File: config.mk
export PLATFORM = sky130hd
export DESIGN_NAME = adpcm_nibble_decoder_flat
export DESIGN_NICKNAME = d
export VERILOG_FILES = /design/src/andec_pkg.sv /design/src/andec_if.sv /design/src/andec_tables.sv /design/src/andec_core.sv /design/src/adpcm_nibble_decoder.sv /design/src/flat_wrapper.sv
export VERILOG_INCLUDE_DIRS = /design/src /design/src/src
export SDC_FILE = /design/constraint.sdc
export NUM_CORES = 2
export LEC_CHECK = 0
export ABC_AREA = 0
export BUFFER_PORTS_ARGS = -buffer_cell sky130_fd_sc_hd__buf_2
export CAP_MARGIN = 40
export CORE_ASPECT_RATIO = 0.7
export CORE_UTILIZATION = 40
export DETAILED_ROUTE_END_ITERATION = 8
export PLACE_DENSITY_LB_ADDON = 0.12
export SYNTH_ARGS = -nofsm -noshare
export SYNTH_HDL_FRONTEND = slang
export SYNTH_SLANG_ARGS = --single-unit
File: constraint.sdc
create_clock -name clock -period 16.5 [get_ports clock]
set_clock_uncertainty 0.1 [all_clocks]
set_input_delay 0.825 -clock clock [delete_from_list [all_inputs] [get_ports clock]]
set_output_delay 0.825 -clock clock [all_outputs]
set_load 0.01 [all_outputs]
File: src/adpcm_nibble_decoder_assert.svh
// Assertion macros used by the decoder top level.
`ifndef ADPCM_NIBBLE_DECODER_ASSERT_SVH
`define ADPCM_NIBBLE_DECODER_ASSERT_SVH

// Same-cycle implication.
`define ANDEC_ASSERT_NOW(label, clk, rst, ante, cons, msg) \
   label: assert property (@(posedge clk) disable iff (rst) (ante) |-> (cons)) \
      else $error(msg);

// Next-cycle implication.
`define ANDEC_ASSERT_NEXT(label, clk, rst, ante, cons, msg) \
   label: assert property (@(posedge clk) disable iff (rst) (ante) |=> (cons)) \
      else $error(msg);

`endif

File: src/andec_pkg.sv
package andec_pkg;

   localparam int MAX_STEP_INDEX_DEFAULT = 58;
   localparam int ADJ_DEPTH = 16;

   localparam logic signed [11:0] PRED_MIN = -12'sd2048;
   localparam logic signed [11:0] PRED_MAX = 12'sd2047;

   typedef enum logic [1:0] {
      KIND_DECODE  = 2'd0,
      KIND_STEP_WR = 2'd1,
      KIND_ADJ_WR  = 2'd2,
      KIND_RESTART = 2'd3
   } kind_type;

   typedef struct packed {
      kind_type           kind;
      logic [7:0]         code_byte;
      logic [5:0]         table_addr;
      logic [14:0]        step_value;
      logic signed [7:0]  adjust_value;
      logic               block_end;
   } item_type;

   // Write and read control from the sequencer to the table memories.
   typedef struct packed {
      logic        step_we;
      logic        adj_we;
      logic [5:0]  wr_addr;
      logic [14:0] step_wdata;
      logic [7:0]  adj_wdata;
      logic        rd_en;
      logic [3:0]  adj_raddr;
   } tbl_req_type;

   typedef struct packed {
      logic take;
      logic busy;
   } core_status_type;

endpackage

File: src/andec_if.sv
interface andec_req_if;
   logic              valid;
   logic              ready;
   logic [1:0]        kind;
   logic [7:0]        code_byte;
   logic [5:0]        table_addr;
   logic [14:0]       step_value;
   logic signed [7:0] adjust_value;
   logic              block_end;

   modport source (
      output valid, kind, code_byte, table_addr, step_value, adjust_value, block_end,
      input  ready
   );
   modport sink (
      input  valid, kind, code_byte, table_addr, step_value, adjust_value, block_end,
      output ready
   );
endinterface

interface andec_rsp_if;
   logic               valid;
   logic               ready;
   logic signed [11:0] first_sample;
   logic signed [11:0] second_sample;
   logic [10:0]        first_level;
   logic [10:0]        second_level;
   logic               block_end_out;

   modport source (
      output valid, first_sample, second_sample, first_level, second_level, block_end_out,
      input  ready
   );
   modport sink (
      input  valid, first_sample, second_sample, first_level, second_level, block_end_out,
      output ready
   );
endinterface

File: src/andec_tables.sv
module andec_tables #(
   parameter int MAX_STEP_INDEX = andec_pkg::MAX_STEP_INDEX_DEFAULT,
   parameter int IDX_W = $clog2(MAX_STEP_INDEX + 1)
) (
   input  logic                     clock,
   input  andec_pkg::tbl_req_type   tbl_req,
   input  logic [IDX_W-1:0]         step_raddr,
   output logic [14:0]              step_rdata,
   output logic signed [7:0]        adj_rdata
);
   import andec_pkg::*;

   logic [14:0] step_mem [MAX_STEP_INDEX+1];
   logic [7:0]  adj_mem  [ADJ_DEPTH];

   logic [14:0] step_rdata_ff;
   logic [7:0]  adj_rdata_ff;

   always_ff @(posedge clock) begin
      if (tbl_req.step_we) begin
         step_mem[IDX_W'(tbl_req.wr_addr)] <= tbl_req.step_wdata;
      end
      if (tbl_req.rd_en) begin
         step_rdata_ff <= step_mem[step_raddr];
      end
   end

   always_ff @(posedge clock) begin
      if (tbl_req.adj_we) begin
         adj_mem[tbl_req.wr_addr[3:0]] <= tbl_req.adj_wdata;
      end
      if (tbl_req.rd_en) begin
         adj_rdata_ff <= adj_mem[tbl_req.adj_raddr];
      end
   end

   assign step_rdata = step_rdata_ff;
   assign adj_rdata  = $signed(adj_rdata_ff);

endmodule

File: src/andec_core.sv
module andec_core #(
   parameter int MAX_STEP_INDEX = andec_pkg::MAX_STEP_INDEX_DEFAULT,
   parameter int IDX_W = $clog2(MAX_STEP_INDEX + 1)
) (
   input  logic                       clock,
   input  logic                       reset,
   input  logic                       cmd_valid,
   input  andec_pkg::item_type        cmd,
   output andec_pkg::core_status_type status,
   output andec_pkg::tbl_req_type     tbl_req,
   output logic [IDX_W-1:0]           step_raddr,
   input  logic [14:0]                step_rdata,
   input  logic signed [7:0]          adj_rdata,
   andec_rsp_if.source                rsp
);
   import andec_pkg::*;

   localparam int SUM_W = IDX_W + 9;
   localparam int CW = (IDX_W > 6) ? IDX_W + 1 : 7;

   typedef enum logic [2:0] {
      ST_IDLE   = 3'b001,
      ST_FIRST  = 3'b010,
      ST_SECOND = 3'b100
   } state_type;

   state_type          state_ff, state_in;
   logic [IDX_W-1:0]   idx_ff, idx_in;
   logic signed [11:0] pred_ff, pred_in;
   logic [3:0]         hi_nib_ff, hi_nib_in;
   logic [3:0]         lo_nib_ff, lo_nib_in;
   logic               bend_ff, bend_in;
   logic signed [11:0] first_ff, first_in;

   logic               rsp_valid_ff, rsp_valid_in;
   logic signed [11:0] rsp_first_ff, rsp_second_ff;
   logic               rsp_bend_ff;
   logic               rsp_load;

   logic [3:0]             nib_code;
   logic signed [SUM_W-1:0] idx_sum;
   logic [IDX_W-1:0]       nib_idx;
   logic [15:0]            diff;
   logic signed [17:0]     pred_sum;
   logic signed [11:0]     nib_pred;
   logic                   slot_free;

   // One nibble: new step index and new predictor from the registered table reads.
   always_comb begin
      nib_code = (state_ff == ST_FIRST) ? hi_nib_ff : lo_nib_ff;

      idx_sum = $signed({{(SUM_W-IDX_W){1'b0}}, idx_ff})
              + $signed({{(SUM_W-8){adj_rdata[7]}}, adj_rdata});
      if (idx_sum[SUM_W-1]) begin
         nib_idx = '0;
      end else if (idx_sum > $signed(SUM_W'(MAX_STEP_INDEX))) begin
         nib_idx = IDX_W'(MAX_STEP_INDEX);
      end else begin
         nib_idx = idx_sum[IDX_W-1:0];
      end

      diff = {4'b0, step_rdata[14:3]}
           + (nib_code[2] ? {1'b0, step_rdata} : 16'd0)
           + (nib_code[1] ? {2'b0, step_rdata[14:1]} : 16'd0)
           + (nib_code[0] ? {3'b0, step_rdata[14:2]} : 16'd0);

      if (nib_code[3]) begin
         pred_sum = 18'(pred_ff) - $signed({2'b0, diff});
      end else begin
         pred_sum = 18'(pred_ff) + $signed({2'b0, diff});
      end
      if (pred_sum < 18'(PRED_MIN)) begin
         nib_pred = PRED_MIN;
      end else if (pred_sum > 18'(PRED_MAX)) begin
         nib_pred = PRED_MAX;
      end else begin
         nib_pred = pred_sum[11:0];
      end
   end

   assign slot_free = !rsp_valid_ff || rsp.ready;

   always_comb begin
      state_in  = state_ff;
      idx_in    = idx_ff;
      pred_in   = pred_ff;
      hi_nib_in = hi_nib_ff;
      lo_nib_in = lo_nib_ff;
      bend_in   = bend_ff;
      first_in  = first_ff;
      rsp_load  = 1'b0;

      status.take = 1'b0;
      status.busy = (state_ff != ST_IDLE);

      tbl_req.step_we    = 1'b0;
      tbl_req.adj_we     = 1'b0;
      tbl_req.wr_addr    = cmd.table_addr;
      tbl_req.step_wdata = cmd.step_value;
      tbl_req.adj_wdata  = cmd.adjust_value;
      tbl_req.rd_en      = 1'b0;
      tbl_req.adj_raddr  = cmd.code_byte[7:4];
      step_raddr         = idx_ff;

      unique case (state_ff)
         ST_IDLE: begin
            if (cmd_valid) begin
               status.take = 1'b1;
               unique case (cmd.kind)
                  KIND_STEP_WR: begin
                     tbl_req.step_we = (CW'(cmd.table_addr) <= CW'(MAX_STEP_INDEX));
                  end
                  KIND_ADJ_WR: begin
                     tbl_req.adj_we = (cmd.table_addr < 6'(ADJ_DEPTH));
                  end
                  KIND_RESTART: begin
                     idx_in  = '0;
                     pred_in = '0;
                  end
                  KIND_DECODE: begin
                     tbl_req.rd_en = 1'b1;
                     hi_nib_in     = cmd.code_byte[7:4];
                     lo_nib_in     = cmd.code_byte[3:0];
                     bend_in       = cmd.block_end;
                     state_in      = ST_FIRST;
                  end
                  default: begin
                  end
               endcase
            end
         end
         ST_FIRST: begin
            // Read the second nibble's entries at the index just computed.
            tbl_req.rd_en     = 1'b1;
            tbl_req.adj_raddr = lo_nib_ff;
            step_raddr        = nib_idx;
            idx_in            = nib_idx;
            pred_in           = nib_pred;
            first_in          = nib_pred;
            state_in          = ST_SECOND;
         end
         ST_SECOND: begin
            // Hold until the output word is free.
            if (slot_free) begin
               idx_in   = nib_idx;
               pred_in  = nib_pred;
               rsp_load = 1'b1;
               state_in = ST_IDLE;
            end
         end
         default: begin
            state_in = ST_IDLE;
         end
      endcase
   end

   always_comb begin
      rsp_valid_in = rsp_valid_ff;
      if (rsp_load) begin
         rsp_valid_in = 1'b1;
      end else if (rsp.ready) begin
         rsp_valid_in = 1'b0;
      end
   end

   always_ff @(posedge clock) begin
      if (reset) begin
         state_ff     <= ST_IDLE;
         idx_ff       <= '0;
         pred_ff      <= '0;
         rsp_valid_ff <= 1'b0;
      end else begin
         state_ff     <= state_in;
         idx_ff       <= idx_in;
         pred_ff      <= pred_in;
         rsp_valid_ff <= rsp_valid_in;
      end
   end

   always_ff @(posedge clock) begin
      hi_nib_ff <= hi_nib_in;
      lo_nib_ff <= lo_nib_in;
      bend_ff   <= bend_in;
      first_ff  <= first_in;
      if (rsp_load) begin
         rsp_first_ff  <= first_ff;
         rsp_second_ff <= nib_pred;
         rsp_bend_ff   <= bend_ff;
      end
   end

   assign rsp.valid         = rsp_valid_ff;
   assign rsp.first_sample  = rsp_first_ff;
   assign rsp.second_sample = rsp_second_ff;
   // (s + 2048) >> 1 is the offset-binary form without its lowest bit.
   assign rsp.first_level   = {~rsp_first_ff[11], rsp_first_ff[10:1]};
   assign rsp.second_level  = {~rsp_second_ff[11], rsp_second_ff[10:1]};
   assign rsp.block_end_out = rsp_bend_ff;

endmodule

File: src/adpcm_nibble_decoder.sv
// ADPCM nibble decoder: 4-bit codes in, 12-bit samples and 11-bit PWM levels out.
// req_chan carries one word per command: kind 0 decodes code_byte (high nibble
// first) into one rsp_chan word with both samples; kind 1 loads a step table
// entry, kind 2 an index adjust entry, kind 3 clears predictor and step index.
// Only decode words produce a response; table entries must be loaded first.
// A decode reads both tables, computes the first nibble, reads again at the
// new index and computes the second; this read, index update and second read
// loop sets the decode rate, and no new word is taken mid-decode. One table
// write or restart per cycle while the sequencer is idle.
// A one-word input register takes the next word while the sequencer works, and
// the response register lets the sequencer finish a table write or restart while
// a result waits. When rsp_chan stalls, a decode holds in its last step and
// req_chan stops accepting once the input register fills.
// Reset (synchronous, active high) clears predictor, step index and all valid
// flags; table contents are kept and undefined until written.
`include "adpcm_nibble_decoder_assert.svh"

module adpcm_nibble_decoder #(
   parameter int MAX_STEP_INDEX = andec_pkg::MAX_STEP_INDEX_DEFAULT
) (
   input logic         clock,
   input logic         reset,
   andec_req_if.sink   req_chan,
   andec_rsp_if.source rsp_chan
);
   import andec_pkg::*;

   localparam int IDX_W = $clog2(MAX_STEP_INDEX + 1);

   logic            buf_valid_ff, buf_valid_in;
   item_type        buf_ff;
   core_status_type status;
   tbl_req_type     tbl_req;
   logic [IDX_W-1:0] step_raddr;
   logic [14:0]      step_rdata;
   logic signed [7:0] adj_rdata;
   logic             req_fire;

   assign req_chan.ready = !buf_valid_ff || status.take;
   assign req_fire       = req_chan.valid && req_chan.ready;

   always_comb begin
      buf_valid_in = buf_valid_ff;
      if (req_fire) begin
         buf_valid_in = 1'b1;
      end else if (status.take) begin
         buf_valid_in = 1'b0;
      end
   end

   always_ff @(posedge clock) begin
      if (reset) begin
         buf_valid_ff <= 1'b0;
      end else begin
         buf_valid_ff <= buf_valid_in;
      end
   end

   always_ff @(posedge clock) begin
      if (req_fire) begin
         buf_ff.kind         <= kind_type'(req_chan.kind);
         buf_ff.code_byte    <= req_chan.code_byte;
         buf_ff.table_addr   <= req_chan.table_addr;
         buf_ff.step_value   <= req_chan.step_value;
         buf_ff.adjust_value <= req_chan.adjust_value;
         buf_ff.block_end    <= req_chan.block_end;
      end
   end

   andec_core #(
      .MAX_STEP_INDEX (MAX_STEP_INDEX),
      .IDX_W          (IDX_W)
   ) u_core (
      .clock      (clock),
      .reset      (reset),
      .cmd_valid  (buf_valid_ff),
      .cmd        (buf_ff),
      .status     (status),
      .tbl_req    (tbl_req),
      .step_raddr (step_raddr),
      .step_rdata (step_rdata),
      .adj_rdata  (adj_rdata),
      .rsp        (rsp_chan)
   );

   andec_tables #(
      .MAX_STEP_INDEX (MAX_STEP_INDEX),
      .IDX_W          (IDX_W)
   ) u_tables (
      .clock      (clock),
      .tbl_req    (tbl_req),
      .step_raddr (step_raddr),
      .step_rdata (step_rdata),
      .adj_rdata  (adj_rdata)
   );

   `ANDEC_ASSERT_NEXT(a_buf_hold, clock, reset, buf_valid_ff && !status.take, buf_valid_ff, "input word dropped")
   `ANDEC_ASSERT_NOW(a_no_take_busy, clock, reset, status.busy, !status.take, "word taken mid-decode")
   `ANDEC_ASSERT_NOW(a_rsp_from_decode, clock, reset, $rose(rsp_chan.valid), $past(status.busy), "response without decode")

endmodule

File: src/flat_wrapper.sv
// flat-port wrapper written by rule: the top's interface ports become plain ports
module adpcm_nibble_decoder_flat import andec_pkg::*;
#(
   parameter int MAX_STEP_INDEX = andec_pkg::MAX_STEP_INDEX_DEFAULT
)
  (clock, reset, req_chan_valid, req_chan_kind, req_chan_code_byte, req_chan_table_addr, req_chan_step_value, req_chan_adjust_value, req_chan_block_end, req_chan_ready, rsp_chan_valid, rsp_chan_first_sample, rsp_chan_second_sample, rsp_chan_first_level, rsp_chan_second_level, rsp_chan_block_end_out, rsp_chan_ready);
  andec_req_if req_chan_i ();
  andec_rsp_if rsp_chan_i ();
  input logic clock;
  input logic reset;
  input wire logic [$bits(req_chan_i.valid)-1:0] req_chan_valid;
  input wire logic [$bits(req_chan_i.kind)-1:0] req_chan_kind;
  input wire logic [$bits(req_chan_i.code_byte)-1:0] req_chan_code_byte;
  input wire logic [$bits(req_chan_i.table_addr)-1:0] req_chan_table_addr;
  input wire logic [$bits(req_chan_i.step_value)-1:0] req_chan_step_value;
  input wire logic [$bits(req_chan_i.adjust_value)-1:0] req_chan_adjust_value;
  input wire logic [$bits(req_chan_i.block_end)-1:0] req_chan_block_end;
  output wire logic [$bits(req_chan_i.ready)-1:0] req_chan_ready;
  output wire logic [$bits(rsp_chan_i.valid)-1:0] rsp_chan_valid;
  output wire logic [$bits(rsp_chan_i.first_sample)-1:0] rsp_chan_first_sample;
  output wire logic [$bits(rsp_chan_i.second_sample)-1:0] rsp_chan_second_sample;
  output wire logic [$bits(rsp_chan_i.first_level)-1:0] rsp_chan_first_level;
  output wire logic [$bits(rsp_chan_i.second_level)-1:0] rsp_chan_second_level;
  output wire logic [$bits(rsp_chan_i.block_end_out)-1:0] rsp_chan_block_end_out;
  input wire logic [$bits(rsp_chan_i.ready)-1:0] rsp_chan_ready;
  assign req_chan_i.valid = req_chan_valid;
  assign req_chan_i.kind = req_chan_kind;
  assign req_chan_i.code_byte = req_chan_code_byte;
  assign req_chan_i.table_addr = req_chan_table_addr;
  assign req_chan_i.step_value = req_chan_step_value;
  assign req_chan_i.adjust_value = req_chan_adjust_value;
  assign req_chan_i.block_end = req_chan_block_end;
  assign req_chan_ready = req_chan_i.ready;
  assign rsp_chan_valid = rsp_chan_i.valid;
  assign rsp_chan_first_sample = rsp_chan_i.first_sample;
  assign rsp_chan_second_sample = rsp_chan_i.second_sample;
  assign rsp_chan_first_level = rsp_chan_i.first_level;
  assign rsp_chan_second_level = rsp_chan_i.second_level;
  assign rsp_chan_block_end_out = rsp_chan_i.block_end_out;
  assign rsp_chan_i.ready = rsp_chan_ready;
  adpcm_nibble_decoder #(.MAX_STEP_INDEX(MAX_STEP_INDEX)) u_core (.clock(clock), .reset(reset), .req_chan(req_chan_i), .rsp_chan(rsp_chan_i));
endmodule
==> run summary <==
RR Endpoint: u_core.u_core.pred_ff[10]$_SDFFE_PP0P_
DR vias/cell: 5.52
Die Wd: 415 um
FF+latch count, synth: 1145
CP endpoint kind: flop
Post-CTS Setup Repair Bufs: 0
Routed wire per std cell: 25.4 um
max-slew violations: 0
Hold Path Sink: u_core.buf_ff[18]$_DFFE_PP_
post-synthesis sequential area ratio: 0.716
share of power burned in registers: 0.544
# IOs: 93
max_cap viols: 0
Main synth FF type: edfxtp_1
CTS H-tree depth: 3
Worst path slowest cell: a2111oi_0
Tightest Hold Check Type: primary input to flop
cell count of the worst reg-to-reg path: 31
PwrDens: 109 nW/um^2
fin util: 0.459
combinational power share: 0.034
mean post-synth cell area: 14.0 um^2
Rel. slew slack: 0.264
largest family of logic cells by synthesized area: simple AND/OR/NAND/NOR gates
mapped cell area: 47700 um^2
Synth cell types: 77
first-pass GRT wire length: 193 mm
Worst Path Required: 17.04 ns
Post-Synth XOR/XNOR Area: 0.00570
Placed Cells: 4975
initial antenna violation count: 7
deepest clock path buffer count: 3
Synth Area in Compound Gates: 0.0686
area share of and/or/nand/nor cells after synthesis: 0.111
area share of the largest cell type after synthesis: 0.707
DRT antenna net count: 0
sw power: 0.00126 W
final hold violations: 0
Post-CTS Resized: 0
leakage: 18.5 nW
Die Y: 291 um
Post-synth EDFFs: 1122
Hold Crit Start: req_chan_step_value[9]
CTS root buffer: clkbuf_16
async set-reset flop share out of synthesis: 0
row count: 105
core area: 118000 um^2
drt pass-1 iters: 5
post-layout min period: 8.32 ns
crit path kind: flop to flop
Commonest cells post-synth: edfxtp_1, nand2_1, nor2_1
Hold Path Depth: 1
hold_buf cts: 0
Max Fanout on Critical Path: 17
CP max stage delay: 0.57 ns
adder-cell share of the synthesized area: 0.0226
area grow syn2layout: 13.3%
Yosys warning count: 0
vias in the first global route: 27700
CTS Sinks: 1145
Worst EP arrival: 8.85 ns
Vias: 28600
worst-margin pin slew: 1.10 ns
Pint: 0.00465 W
Setup TNS: 0 ns
Die Area: 121000 um^2
dpl hpwl: 81.4 mm
fin nets: 3653
mux contribution to synthesized area: 0.0496
R2R Setup Slk: 8.18 ns
largest net degree at the start of global routing: 160
Clock Power Share: 0.422
DRC viols: 0
status: complete, no violations
share of cells above drive strength 1: 0.125
Area contributors post-synth: edfxtp_1, nand2_1, mux2i_1
Final Non-Filler Cells: 5184
RSZ-0062 raised after global routing: no
DRT Wirelength: 132 mm
clock latency on the worst-skew pair: 0.75 ns
crit share post-route: 0.504
GRT Resource Usage Total: 0.217
GP Congestion: 0.859
Startpoint Class: flop
CTS Buf Count: 112
Sw Ratio: 0.213
fmax: 120 MHz
gr ovfl total: 0
initial core utilization: 0.405
peak supply drop: 86.8 uV
worst r2r src: u_core.u_core.state_ff[0]$_SDFFE_PP1P_
Port Buffer Count: 92
final setup vio count: 0
Clock Pin Slew Worst Setup and Hold Paths: 0.06 ns
initial DRC count: 2881
CTS tree: built
cell taking the most area after synthesis: edfxtp_1
Post-Syn Nets: 3510
top-count cell post-synth: edfxtp_1
Syn Inst Count: 3396
-- critical path: cells and delay by family, from the launching register on --
family	cells	cell delay [ns]
xor gates and xnor gates	2	0.41
and+or+nand+nor	9	1.58
adders and majority gates	5	2.07
buffers and inverters	3	0.36
muxes	1	0.39
DFF	1	0.47
AOI/OAI and AO/OA	11	2.81
-- state kept, by name (all words and copies together), names as in the netlist, 3 cells and up --
signal,cells
u_core.buf_ff,40
u_core.u_core.first_ff,12
u_core.u_core.hi_nib_ff,4
u_core.u_core.idx_ff,6
u_core.u_core.lo_nib_ff,4
u_core.u_core.pred_ff,12
u_core.u_core.rsp.first_sample,12
u_core.u_core.rsp.second_sample,12
u_core.u_core.state_ff,3
u_core.u_tables.adj_mem,128
u_core.u_tables.adj_rdata,8
u_core.u_tables.step_mem,885
u_core.u_tables.step_rdata,15
-- cells in the final DEF, fill, tap and decap left out, drive strengths merged, types with 17 or more instances in the layout --
cell,instances
edfxtp,1122
nand2,577
buf,226
nor2,224
nand3,198
mux2i,164
clkbuf,156
a21oi,128
o21ai,77
a31oi,67
inv,61
a211oi,46
ha,43
and2,40
clkinv,40
nor2b,38
mux4,32
o22ai,30
or4,29
fa,27
dfxtp,23
nand2b,23
xnor2,22
o21a,22
a22oi,18
nand4,17
nor3,17
-- cells by family (layout without fill, tap and decap cells) --
| kind of cell | after synthesis | after routing |
|---|---|---|
| AOI/OAI and AO/OA | 499 | 499 |
| xor gates and xnor gates | 31 | 31 |
| adders and majority gates | 70 | 70 |
| buffers and inverters | 256 | 490 |
| DFF | 1145 | 1145 |
| muxes | 196 | 196 |
| other | 0 | 3 |
| and+or+nand+nor | 1199 | 1199 |
-- worst max-delay path by stage --
stage,start,to,slack (ns),cells past startpoint
6_report,u_core.u_core.state_ff[0]$_SDFFE_PP1P_,u_core.u_core.pred_ff[10]$_SDFFE_PP0P_,8.18,31
5_1_grt,u_core.u_core.state_ff[0]$_SDFFE_PP1P_,u_core.u_core.pred_ff[10]$_SDFFE_PP0P_,7.44,31
4_1_cts,u_core.u_core.state_ff[0]$_SDFFE_PP1P_,u_core.u_core.pred_ff[8]$_SDFFE_PP0P_,8.20,31
3_5_place_dp,u_core.u_core.state_ff[0]$_SDFFE_PP1P_,u_core.u_core.pred_ff[6]$_SDFFE_PP0P_,8.26,31
3_3_place_gp,u_core.u_core.state_ff[0]$_SDFFE_PP1P_,u_core.u_core.pred_ff[9]$_SDFFE_PP0P_,7.73,31
2_1_floorplan,u_core.u_core.state_ff[0]$_SDFFE_PP1P_,u_core.u_core.first_ff[10]$_DFFE_PN_,8.71,33
-- metrics by stage --
step	total power, W	cell area, um^2	worst slack (ns)	hold WS [ns]
floorplan	0.00340	47700	8.71	0.300
global placement	0.00347	49900	7.73	0.303
detailed placement	0.00348	50400	8.26	0.305
CTS	0.00596	54000	8.20	0.0950
global route	0.00610	54000	7.44	0.107
finish	0.00591	54000	8.18	0.144
-- layer usage --
layer / vias to the layer above / part of all wire / routed length, um / GRT usage
met5: - / 0 / 0 / 0
met4: 0 / 0.018 / 2400 / 0.0441
met3: 157 / 0.082 / 10800 / 0.0493
met2: 952 / 0.42 / 55400 / 0.308
met1: 14500 / 0.48 / 63300 / 0.339
li1: 13000 / - / - / -
-- cell type report --
type	count	area, um^2
well taps	1551	1940
fillers	10300	63700
clock buffers	156	3040
inverters	59	221
diodes	3	7.51
repair buffers	226	1700
clock inverters	49	517
multi-input cells	1995	12400
flip-flops and latches	1145	34200
-- power by group through the flow --
stage                     combinational, W  sequential [W]  clock [W]
final                             0.000201         0.00321    0.00249
after global routing              0.000221         0.00321    0.00266
after CTS                         0.000203         0.00321    0.00255
after detailed placement          0.000202         0.00328          0
after global placement            0.000196         0.00328          0
after floorplan                   0.000108         0.00329          0
(Power assumes the default switching activity.)
